## src/sv/sparse_key_offset_table_defines.svh

```systemverilog
// Assertion macros used by the sparse key offset table top level.
`ifndef SPARSE_KEY_OFFSET_TABLE_DEFINES_SVH
`define SPARSE_KEY_OFFSET_TABLE_DEFINES_SVH

`ifndef SYNTH
`define SKOT_ASSERT_IMP(lbl, ante, cons, msg) \
	lbl: assert property (@(posedge clk) disable iff (!arst_n) (ante) |-> (cons)) \
		else $error(msg);
`define SKOT_ASSERT_NXT(lbl, ante, cons, msg) \
	lbl: assert property (@(posedge clk) disable iff (!arst_n) (ante) |=> (cons)) \
		else $error(msg);
`else
`define SKOT_ASSERT_IMP(lbl, ante, cons, msg)
`define SKOT_ASSERT_NXT(lbl, ante, cons, msg)
`endif

`endif

```

## src/sv/skot_pkg.sv

```systemverilog
// Types and constants shared by the sparse key offset table.
`timescale 1ns / 1ps
`default_nettype none

package skot_pkg;

	localparam int unsigned KEY_MAX_W = 24;
	localparam int unsigned OFF_W = 24;
	localparam int unsigned NT_W = 25;
	localparam int unsigned POS_W = 6;
	localparam int unsigned CAPACITY_DEF = 64;
	localparam int unsigned INDEX_BITS_DEF = 24;

	typedef enum logic [1:0] {
		FN_ASSOC = 2'd0,
		FN_FIND = 2'd1,
		FN_CREATE = 2'd2,
		FN_SORT = 2'd3
	} func_t;

	typedef enum logic [1:0] {
		ST_OK = 2'd0,
		ST_ABSENT = 2'd1,
		ST_FULL = 2'd2,
		ST_EMPTY = 2'd3
	} status_t;

	typedef struct packed {
		func_t func;
		logic [KEY_MAX_W-1:0] row;
		logic [KEY_MAX_W-1:0] col;
		logic [OFF_W-1:0] offset;
		logic [OFF_W-1:0] tent_offset;
	} req_t;

	typedef struct packed {
		status_t status;
		logic [OFF_W-1:0] result_offset;
		logic [NT_W-1:0] next_tentative;
		logic [KEY_MAX_W-1:0] key_row;
		logic [KEY_MAX_W-1:0] key_col;
		logic [POS_W-1:0] new_position;
		logic last;
	} rsp_t;

	typedef struct packed {
		logic vld;
		func_t func;
		logic [KEY_MAX_W-1:0] row;
		logic [KEY_MAX_W-1:0] col;
		logic [OFF_W-1:0] offset;
		logic [OFF_W-1:0] tent;
		logic hit;
		logic ins;
		logic [OFF_W-1:0] hit_off;
	} probe_t;

	typedef struct packed {
		logic vld;
		logic [KEY_MAX_W-1:0] row;
		logic [KEY_MAX_W-1:0] col;
	} rot_t;

	typedef struct packed {
		logic load;
		logic rot;
		logic wb;
		logic [POS_W-1:0] pos;
	} ctrl_t;

	typedef struct packed {
		logic hit;
		logic [KEY_MAX_W-1:0] row;
		logic [KEY_MAX_W-1:0] col;
		logic [OFF_W-1:0] off;
	} sel_t;

endpackage

`default_nettype wire

```

## src/sv/skot_cell.sv

```systemverilog
// One table cell: holds an entry, checks passing probes and ranks its key.
`timescale 1ns / 1ps
`default_nettype none

module skot_cell #(
	parameter int unsigned KEY_W = skot_pkg::INDEX_BITS_DEF
) (
	input  logic            clk,
	input  logic            arst_n,
	input  skot_pkg::ctrl_t  ctrl,
	input  skot_pkg::probe_t probe_in,
	output skot_pkg::probe_t probe_out,
	input  skot_pkg::rot_t   rot_in,
	output skot_pkg::rot_t   rot_out,
	output skot_pkg::sel_t   sel
);
	import skot_pkg::*;

	logic vld_q;
	logic [KEY_W-1:0] row_q;
	logic [KEY_W-1:0] col_q;
	logic [OFF_W-1:0] off_q;
	logic [POS_W-1:0] rank_q;
	probe_t probe_q;
	rot_t rot_q;

	logic match;
	logic take;
	logic less;
	logic chosen;
	probe_t probe_d;

	always_comb begin
		match = probe_in.vld && vld_q && (row_q == probe_in.row[KEY_W-1:0])
			&& (col_q == probe_in.col[KEY_W-1:0]);
		take = probe_in.vld && !vld_q && !probe_in.hit && !probe_in.ins
			&& ((probe_in.func == FN_ASSOC) || (probe_in.func == FN_CREATE));
		less = rot_q.vld && vld_q && ((rot_q.row[KEY_W-1:0] < row_q)
			|| ((rot_q.row[KEY_W-1:0] == row_q) && (rot_q.col[KEY_W-1:0] < col_q)));
		chosen = vld_q && (rank_q == ctrl.pos);
		probe_d = probe_in;
		if (match) begin
			probe_d.hit = 1'b1;
			probe_d.hit_off = off_q;
		end
		if (take) begin
			probe_d.ins = 1'b1;
		end
	end

	always_ff @(posedge clk or negedge arst_n) begin
		if (!arst_n) begin
			vld_q <= 1'b0;
			probe_q <= '0;
		end else begin
			probe_q <= probe_d;
			if (take) begin
				vld_q <= 1'b1;
			end
		end
	end

	always_ff @(posedge clk) begin
		if (take) begin
			row_q <= probe_in.row[KEY_W-1:0];
			col_q <= probe_in.col[KEY_W-1:0];
			off_q <= (probe_in.func == FN_ASSOC) ? probe_in.offset : probe_in.tent;
		end else if (match && (probe_in.func == FN_ASSOC)) begin
			off_q <= probe_in.offset;
		end else if (ctrl.wb && chosen) begin
			off_q <= OFF_W'(ctrl.pos);
		end
		if (ctrl.load) begin
			rank_q <= '0;
			rot_q.vld <= vld_q;
			rot_q.row <= KEY_MAX_W'(row_q);
			rot_q.col <= KEY_MAX_W'(col_q);
		end else if (ctrl.rot) begin
			if (less) begin
				rank_q <= rank_q + POS_W'(1);
			end
			rot_q <= rot_in;
		end
	end

	always_comb begin
		probe_out = probe_q;
		rot_out = rot_q;
		sel.hit = chosen;
		sel.row = chosen ? KEY_MAX_W'(row_q) : '0;
		sel.col = chosen ? KEY_MAX_W'(col_q) : '0;
		sel.off = chosen ? off_q : '0;
	end

endmodule

`default_nettype wire

```

## config.mk

```make
export PLATFORM = sky130hd
export DESIGN_NAME = skot_cell
export DESIGN_NICKNAME = d
export VERILOG_FILES = /design/src/sv/sparse_key_offset_table_defines.svh /design/src/sv/skot_pkg.sv /design/src/sv/skot_cell.sv
export SDC_FILE = /design/constraint.sdc
export NUM_CORES = 1
export LEC_CHECK = 0
export BUFFER_PORTS_ARGS = -buffer_cell sky130_fd_sc_hd__buf_2
export CORE_AREA = 5 5 165 167
export CTS_BUF_LIST = sky130_fd_sc_hd__clkbuf_8
export CTS_CLUSTER_SIZE = 10
export DETAILED_ROUTE_END_ITERATION = 7
export DIE_AREA = 0 0 170 172
export GPL_ROUTABILITY_DRIVEN = 0
export HOLD_SLACK_MARGIN = 0.03
export PLACE_DENSITY = 0.73
export SLEW_MARGIN = 10
export SYNTH_ARGS = -nofsm -noshare
export SYNTH_HDL_FRONTEND = slang
export SYNTH_SLANG_ARGS = --single-unit
```

## constraint.sdc

```tcl
create_clock -name clk -period 6.3 [get_ports clk]
set_input_delay 1.89 -clock clk [delete_from_list [all_inputs] [get_ports clk]]
set_output_delay 1.89 -clock clk [all_outputs]
set_load 0.02 [all_outputs]
```

==> results_dict.tcl, run 1 <==
set metrics [dict create \
    cts_tree "done" \
    grt_pass1_vias 8146 \
    cp_data_arrival_time_ps 3300 \
    fin_skew_ps 21.0 \
    fmax_ghz 0.193 \
    finalCritPeriodShare 0.824 \
    critPathSlowestCell "buf_4" \
    yosys-top-cells-count "dfrtp_1, edfxtp_1, mux2_2" \
    h-tree-depth 2 \
    vias_per_cell 5.02 \
    synth_seq_area_share 0.655 \
    syn_area_um2 10600 \
    drive_gt1_frac 0.469 \
    criticalPathCategory "in2out" \
    rsz0062_at_grt "false" \
    ant_nets 0 \
    hold_depth 1 \
    path_depth 7 \
    hp-class "reg2reg" \
    drt_first_iter_violations 534 \
    r2r_cells 8 \
    syn_nets 969 \
    die_y_um 172 \
    maxCapViolations 0 \
    synth_top_flop_cell "dfrtp_1" \
    power_density_nw_per_um2 264 \
    synth.most_common_cell "dfrtp_1" \
    route.detailed.drc 0 \
    synth_area_leaders "edfxtp_1, dfrtp_1, mux2_2" \
    required_ps 4410 \
    cts_sinks 253 \
    crit_path_frequent_cell "buf_2" \
    die_area_um2 29200 \
    clockBufferDepth 3 \
    slew_violations 0 \
    routedWlPerCell_um 22.0 \
    grt_max_degree 87 \
    tns_ps 0 \
    pin_count 432 \
    synthCells 736 \
    status "finished, final reports clean" \
    cts_setup_buffers 0 \
    postLayoutCellArea_um2 13900 \
    firstDrtPassIters 5 \
    max-vdd-ir-drop_mv 0.193 \
    fillers 2194 \
    layout_min_cycle_time_ps 5190 \
    cp-end-kind "primary output" \
    grt-ovfl-total 0 \
    numCtsBuffers 43 \
    synth-seq-cells 253 \
    cp-start-kind "input port" \
    start_util 0.412 \
    postCtsHoldBufs 0 \
    fin_cells 1570 \
    fin_util 0.544 \
    critPathBufInv 3 \
    wl_um 34600 \
    max-slew-margin-rel 0.461 \
    die_x_um 170 \
    synth-edff-count 121 \
    ys_warn_count 0 \
    area_delta_synth_final_pct 32.1 \
    clk_pin_slew_ps 60 \
    io_buffers 431 \
    syn_area_per_cell_um2 14.3 \
    placed_cells 1489 \
    grt_usage 0.226 \
    crit_family "buffers and inverters" \
    crit_path_max_fanout 45 \
    synthArstFlopShare 0.498 \
    worst_path_largest_cell_delay_ps 410 \
    placed_cell_area_um2 13100 \
    clockRootBuffer "clkbuf_8" \
    synth_largest_area_cell "edfxtp_1" \
    hpwl_um 26900 \
    fp-row-count 59 \
    path_cells "buf_2 > xnor2_1 > nand4_1 > nor4_2 > buf_4 > and2_1 > buf_2" \
    via_count 7874 \
    insertion_delay_ps 540 \
    synth_top_area_share 0.344 \
    grt_first_pass_wirelength_um 49900 \
    ctsResizeCount 0 \
    antenna_found_initial 4 \
    worst_pin_slew_ps 809 \
    coreArea_um2 25600 \
    synthDistinctLibCells 43 \
    finalSetupViolCount 0 \
    hold_viol 0 \
    finish.net_count 1432 \
    p_leak_nw 6.69 \
]
==> routing by layer <==
layer | global-route usage | vias to the layer above | share of wire
met5 | 0 | - | 0.00078
met4 | 0.0774 | 4 | 0.032
met3 | 0.0537 | 81 | 0.078
met2 | 0.381 | 360 | 0.49
met1 | 0.288 | 3865 | 0.39
li1 | - | 3564 | -
==> cell usage in the layout (no fill, tap or decap), drive strengths merged, types with 9 or more instances in the layout <==
cell type	count
clkbuf	49
a21oi	24
nand4	12
mux2	73
edfxtp	121
nand2	25
a22o	18
inv	72
buf	440
xor2	50
nor2	9
and2	72
ha	48
nor4	14
dfrtp	126
==> final cells by class <==
| type | instances | area, um^2 | area share |
|---|---|---|---|
| tap | 335 | 419 | 0.0301 |
| multi-input combinational | 408 | 3350 | 0.240 |
| clock inverter | 29 | 151 | 0.0109 |
| sequential | 253 | 6910 | 0.495 |
| timing repair buffer | 440 | 2230 | 0.160 |
| antenna | 3 | 7.51 | 0.000539 |
| clock buffer | 49 | 674 | 0.0484 |
| inverter | 53 | 199 | 0.0143 |
==> state kept, by name (all words and copies together) (netlist names) <==
signal,cells
off_q,24
row_q,24
rank_q,6
rot_out,49
probe_out,125
vld_q,1
col_q,24
==> logic make-up (layout without fill, tap and decap cells) <==
group                      after synthesis  in the layout  share of synthesized area
AOI/OAI and AO/OA                       76             76                     0.0510
xor gates and xnor gates                54             54                     0.0448
buffers and inverters                   75            571                     0.0285
other                                    0              3                          0
and+or+nand+nor                        156            156                     0.0854
muxes                                   74             74                     0.0789
DFF                                    253            253                      0.655
adders and majority gates               48             48                     0.0569
==> through the flow <==
step	hold WS (ps)	power (mW)	setup slack, ps
2_1_floorplan	471	2.07	1340
3_3_place_gp	477	2.29	1180
3_5_place_dp	494	2.30	1120
4_1_cts	507	3.72	1120
5_1_grt	515	3.84	969
6_report	505	3.68	1110
==> power by group <==
group | leakage, nW | switching [mW] | internal [mW] | total [mW]
registers | 2.65 | 0.0384 | 1.81 | 1.85
clock network | 0.494 | 0.664 | 0.754 | 1.42
logic | 3.55 | 0.258 | 0.153 | 0.411
total | 6.69 | 0.960 | 2.72 | 3.68
==> path summary, 6_finish.rpt <==
| kind | start | to | slack (ps) |
|---|---|---|---|
| min | off_q[19]$_DFFE_PP_ | probe_out[19]$_DFF_PN0_ | 500 |
| max in group asynchronous | arst_n | probe_out[116]$_DFF_PN0_ | 3790 |
| max | ctrl[4] | sel[62] | 1110 |
| max reg2reg | row_q[22]$_DFFE_PP_ | off_q[2]$_DFFE_PP_ | 2840 |
| min reg2reg | off_q[19]$_DFFE_PP_ | probe_out[19]$_DFF_PN0_ | 500 |
| min in group asynchronous | arst_n | probe_out[118]$_DFF_PN0_ | 1400 |
==> worst register-to-register path, cell delays in order, from the launching register on <==
cell and delay, ps:
edfxtp_1 480, xor2_1 200, nor4_1 600, nand4_1 320
nor4_4 450, buf_4 410, o21a_2 530, nand2_1 120
nand2_1 170
Note: power is estimated with default switching activity, not from simulation.
==> run 2: changes to the inputs <==
- ABC_AREA: unset -> 1
- CORE_AREA: 5 5 165 167 -> unset
- CORE_MARGIN: unset -> 5
- CORE_UTILIZATION: unset -> 46
- DIE_AREA: 0 0 170 172 -> unset
- PLACE_DENSITY: 0.73 -> 0.82
- clock period: 6.3 -> 4.66 ns (I/O delays scaled with it)
==> run 2 against run 1 <==
Cell count increased by 28%. Critical path depth is the same. Combinational power rose by 43%. Sequential power is 34% higher. Design area increased by 6.8%. Die area down 3.5%. Global-route usage grew 3.8 points. Critical path type unchanged. Critical endpoint is now sel[47].
==> results_dict.tcl, run 2 <==
set metrics [dict create \
    max-vdd-ir-drop_mv 0.271 \
    final_common_cell "buf_2" \
    layout_min_cycle_time_ps 4300 \
    synth-seq-cells 253 \
    worst_pin_slew_ps 885 \
    syn_nets 1432 \
    firstDrtPassIters 5 \
    status "finished, final reports clean" \
    synthCells 1199 \
    io_buffers 431 \
    sw_frac_of_total 0.261 \
    rsz0062_at_grt "false" \
    finish.net_count 1883 \
    maxCapViolations 0 \
    r2r_cells 14 \
    h-tree-depth 2 \
    critPathBufInv 3 \
    crit_path_frequent_cell "buf_2" \
    slew_violations 0 \
    drt_first_iter_violations 1009 \
    required_ps 3260 \
    insertion_delay_ps 540 \
    coreArea_um2 24500 \
    routedWlPerCell_um 19.2 \
    hold_depth 2 \
    start_util 0.470 \
    fin_skew_ps 33.9 \
    cp-start-kind "input port" \
    cp_data_arrival_time_ps 2910 \
    postLayoutCellArea_um2 14900 \
    clockBufferDepth 3 \
    cts_sinks 253 \
    synth_largest_area_cell "edfxtp_1" \
    path_cells "buf_2 > xor2_1 > a2111oi_0 > nand2_2 > buf_12 > nor2_1 > buf_2" \
    seq_power_share 0.481 \
    total_power_mw 5.13 \
    area_delta_synth_final_pct 29.6 \
    synth-edff-count 121 \
    p_leak_nw 7.87 \
    crit_path_max_fanout 72 \
    postCtsHoldBufs 0 \
    synthDistinctLibCells 42 \
    die_y_um 168 \
    max-slew-margin-rel 0.408 \
    route.detailed.drc 0 \
    cts_setup_buffers 0 \
    synth_top_area_share 0.316 \
    cts_tree "done" \
    fmax_ghz 0.232 \
    synthArstFlopShare 0.498 \
    hp-class "reg2reg" \
    power_density_nw_per_um2 345 \
    grt_pass1_vias 10591 \
    pin_count 432 \
    synth.most_common_cell "nand2_1" \
    tns_ps 0 \
    grt-ovfl-total 0 \
    grt_usage 0.264 \
    largest_reg_flops 125 \
    post-place-ws_ps 390 \
    worst_path_largest_cell_delay_ps 470 \
    synth_top_flop_cell "dfrtp_1" \
    die_x_um 168 \
    hold_viol 0 \
    clock_power_share 0.405 \
    wl_um 38600 \
    cp-end-kind "primary output" \
    synth_area_leaders "edfxtp_1, dfrtp_1, nand2_1" \
    crit_family "buffers and inverters" \
    numCtsBuffers 45 \
    ctsResizeCount 0 \
    placed_cell_area_um2 14000 \
    fin_ws_ps 356 \
    layout_common_cells "buf_2, nand2_1, inv_1, nor2_1, dfrtp_1" \
    ys_warn_count 0 \
    internal_power_mw 3.79 \
    clockRootBuffer "clkbuf_8" \
    hpwl_um 29900 \
    clk_pin_slew_ps 60 \
    criticalPathCategory "in2out" \
    synth_seq_area_share 0.601 \
    syn_area_per_cell_um2 9.58 \
    path_depth 7 \
    vias_per_cell 5.17 \
    yosys-top-cells-count "nand2_1, nor2_1, inv_1" \
    grt_first_pass_wirelength_um 58800 \
    via_count 10398 \
    switchingPower_mw 1.34 \
    comb_power_share 0.114 \
    die_area_um2 28200 \
    critPathSlowestCell "a2111oi_0" \
    finalSetupViolCount 0 \
    syn_area_um2 11500 \
    ant_nets 0 \
    fp-row-count 57 \
    antenna_found_initial 3 \
    finalCritPeriodShare 0.924 \
    drive_gt1_frac 0.332 \
    grt_max_degree 85 \
]
-- run 2: final cells by class --
type | count | area, um^2
fill | 2014 | 9580
multi-input combinational | 750 | 3810
antenna | 2 | 5.00
timing repair buffer | 440 | 2240
tap | 324 | 405
inverter | 160 | 601
sequential | 253 | 6910
clock inverter | 29 | 174
clock buffer | 54 | 743
-- run 2: metrics by stage --
step	cells	hold slack [ps]	utilization
final	2012	530	0.608
after global routing	2012	561	0.608
after CTS	2010	521	0.608
after detailed placement	1927	512	0.571
after global placement	1927	494	0.571
after floorplan	1199	455	-
-- run 2: worst paths after layout --
| check | startpoint | end | slack, ps |
|---|---|---|---|
| hold reg to reg | rank_q[3]$_SDFFE_PP0P_ | rank_q[3]$_SDFFE_PP0P_ | 530 |
| min in group asynchronous | arst_n | probe_out[82]$_DFF_PN0_ | 910 |
| setup reg to reg | row_q[23]$_DFFE_PP_ | rank_q[0]$_SDFFE_PP0P_ | 1840 |
| setup / recovery | ctrl[4] | sel[47] | 360 |
| hold / removal | rank_q[3]$_SDFFE_PP0P_ | rank_q[3]$_SDFFE_PP0P_ | 530 |
| max in group asynchronous | arst_n | probe_out[35]$_DFF_PN0_ | 2900 |
-- run 2: metal layers --
metal | part of all wire | up-vias | routed length [um] | global-route usage
li1 | - | 4805 | - | -
met1 | 0.39 | 4896 | 14900 | 0.338
met2 | 0.48 | 606 | 18500 | 0.437
met3 | 0.10 | 89 | 3990 | 0.0715
met4 | 0.031 | 2 | 1180 | 0.0872
met5 | 0.00034 | - | 13 | 0
-- run 2: tightest hold or removal path, delay by kind of cell (launching register included) --
| kind | cells | cell delay [ps] |
|---|---|---|
| AOI/OAI and AO/OA | 1 | 60 |
| buffers and inverters | 1 | 90 |
| DFF | 1 | 330 |
-- run 2: logic make-up (layout without fill, tap and decap cells) --
| kind of cell | count (synthesis) | in the layout | synth area share |
|---|---|---|---|
| buffers and inverters | 196 | 683 | 0.0686 |
| adders and majority gates | 48 | 48 | 0.0523 |
| and+or+nand+nor | 535 | 535 | 0.194 |
| xor gates and xnor gates | 15 | 15 | 0.0114 |
| DFF | 253 | 253 | 0.601 |
| AOI/OAI and AO/OA | 152 | 152 | 0.0720 |
| other | 0 | 2 | 0 |
-- run 2: power by group through the flow --
stage / clock, mW / sequential [mW] / combinational (mW)
floorplan: 0 / 2.62 / 0.173
global placement: 0 / 2.51 / 0.566
detailed placement: 0 / 2.51 / 0.581
CTS: 2.11 / 2.47 / 0.584
global route: 2.23 / 2.48 / 0.634
finish: 2.08 / 2.47 / 0.586
==> run 3: changes to the inputs <==
- PLACE_DENSITY: 0.82 -> 0.79
==> run 3 against run 2 <==
Design area increased by 0.18%. Register-to-register slack improved by 130 ps. Combinational power about the same. Critical path type unchanged. Total power grew 0.95%. Utilization increased by 0.11 points. Clock-buffer cell count up 3.
==> results_dict.tcl, run 3 (synthesis results as in run 2) <==
set metrics [dict create \
    rsz0062_at_grt "false" \
    max-slew-margin-rel 0.372 \
    internal_power_mw 3.84 \
    clockRootBuffer "clkbuf_8" \
    wl_um 39000 \
    top_layer_used "met5" \
    insertion_delay_ps 550 \
    start_util 0.470 \
    seq_power_share 0.477 \
    numCtsBuffers 44 \
    required_ps 3260 \
    final_common_cell "buf_2" \
    coreArea_um2 24500 \
    fin_skew_ps 35.8 \
    cp_data_arrival_time_ps 3060 \
    ctsResizeCount 0 \
    crit_path_frequent_cell "buf_2" \
    worst_path_largest_cell_delay_ps 370 \
    maxCapViolations 0 \
    path_cells "buf_2 > xor2_1 > a2111oi_0 > buf_4 > nand2_4 > buf_12 > nor2_1 > buf_2" \
    cts_sinks 253 \
    r2r-end "rank_q[1]$_SDFFE_PP0P_" \
    critPathSlowestCell "a2111oi_0" \
    min_from "rank_q[3]$_SDFFE_PP0P_" \
    antenna_found_initial 3 \
    finalCritPeriodShare 0.956 \
    fmax_ghz 0.224 \
    clockBufferDepth 3 \
    ant_nets 0 \
    rrSetupSlack_ps 1970 \
    placed_cells 1927 \
    drt-met1-wl_um 14900 \
    layout_min_cycle_time_ps 4460 \
    tns_ps 0 \
    hold_viol 0 \
    die_y_um 168 \
    max-vdd-ir-drop_mv 0.241 \
    grt-ovfl-total 0 \
    grt_first_pass_wirelength_um 58800 \
    io_buffers 431 \
    hpwl_um 30300 \
    cp-end-kind "primary output" \
    h-tree-depth 2 \
    drive_gt1_frac 0.333 \
    hp-class "reg2reg" \
    p_leak_nw 7.90 \
    clock_power_share 0.410 \
    worstReg2RegStart "row_q[23]$_DFFE_PP_" \
    finalSetupViolCount 0 \
    r2r_cells 14 \
    drt_first_iter_violations 1042 \
    pin_count 432 \
    power_density_nw_per_um2 347 \
    comb_power_share 0.113 \
    critPathBufInv 4 \
    vias_per_cell 5.20 \
    cts_tree "done" \
    status "finished, final reports clean" \
    fillers 2010 \
    cts_setup_buffers 0 \
    area_delta_synth_final_pct 29.8 \
    crit_path_max_fanout 50 \
    grt_pass1_vias 10323 \
    via_count 10442 \
    hold_depth 2 \
    dr_wl_met2_um 18900 \
    switchingPower_mw 1.34 \
    clk_pin_slew_ps 60 \
    criticalPathCategory "in2out" \
    worst_pin_slew_ps 942 \
    fp-row-count 57 \
    total_power_mw 5.18 \
    die_x_um 168 \
    grt_max_degree 105 \
    firstDrtPassIters 6 \
    layout_common_cells "buf_2, nand2_1, inv_1, nor2_1, dfrtp_1" \
    postLayoutCellArea_um2 14900 \
    postCtsHoldBufs 0 \
    hold_path_end "rank_q[3]$_SDFFE_PP0P_" \
    largest_reg_flops 125 \
    route.detailed.drc 0 \
    crit_family "buffers and inverters" \
    cp-start-kind "input port" \
    fin_cells 2010 \
    finish.net_count 1882 \
    routedWlPerCell_um 19.4 \
    wl_met3_um 4060 \
    placed_cell_area_um2 14000 \
    slew_violations 0 \
    grt_usage 0.266 \
    die_area_um2 28200 \
    sw_frac_of_total 0.259 \
    fin_util 0.610 \
]
==> run 3: area by class of cell <==
type | count | area (um^2) | area share
clock buffer | 57 | 785 | 0.0526
clock inverter | 25 | 159 | 0.0107
timing repair buffer | 440 | 2240 | 0.150
sequential | 253 | 6910 | 0.463
tap | 324 | 405 | 0.0272
multi-input combinational | 750 | 3810 | 0.255
antenna | 1 | 2.50 | 0.000168
inverter | 160 | 601 | 0.0403
==> run 3: how the worst max path moves through the flow <==
stage / endpoint / cells after the start / startpoint / slack [ps]
5_1_grt: sel[24] / 10 / ctrl[0] / 50
3_5_place_dp: sel[26] / 8 / ctrl[4] / 270
6_report: sel[43] / 8 / ctrl[4] / 200
4_1_cts: sel[24] / 8 / ctrl[4] / 250
3_3_place_gp: sel[25] / 8 / ctrl[4] / 370
2_1_floorplan: off_q[0]$_DFFE_PP_ / 4 / probe_in[122] / 210
==> run 3: power by group through the flow <==
stage / clock network (mW) / logic [mW] / registers [mW]
after global routing: 2.27 / 0.637 / 2.48
after CTS: 2.16 / 0.586 / 2.47
final: 2.12 / 0.586 / 2.47
after floorplan: 0 / 0.173 / 2.62
after global placement: 0 / 0.569 / 2.51
after detailed placement: 0 / 0.584 / 2.51
==> run 3: worst min-delay path: stages, from the launching register on <==
cell and delay (ps):
dfxtp_1 330, inv_1 80, a21oi_1 60
==> run 3: per-stage QoR <==
step | hold WS (ps) | worst slack (ps)
2_1_floorplan | 455 | 213
3_3_place_gp | 496 | 369
3_5_place_dp | 498 | 269
4_1_cts | 506 | 250
5_1_grt | 527 | 46.0
6_report | 513 | 203
==> run 3: per-layer routing <==
| metal | vias to the layer above | GRT usage |
|---|---|---|
| li1 | 4827 | - |
| met2 | 620 | 0.445 |
| met4 | 4 | 0.0752 |
| met5 | - | 0 |
| met1 | 4890 | 0.344 |
| met3 | 101 | 0.0703 |
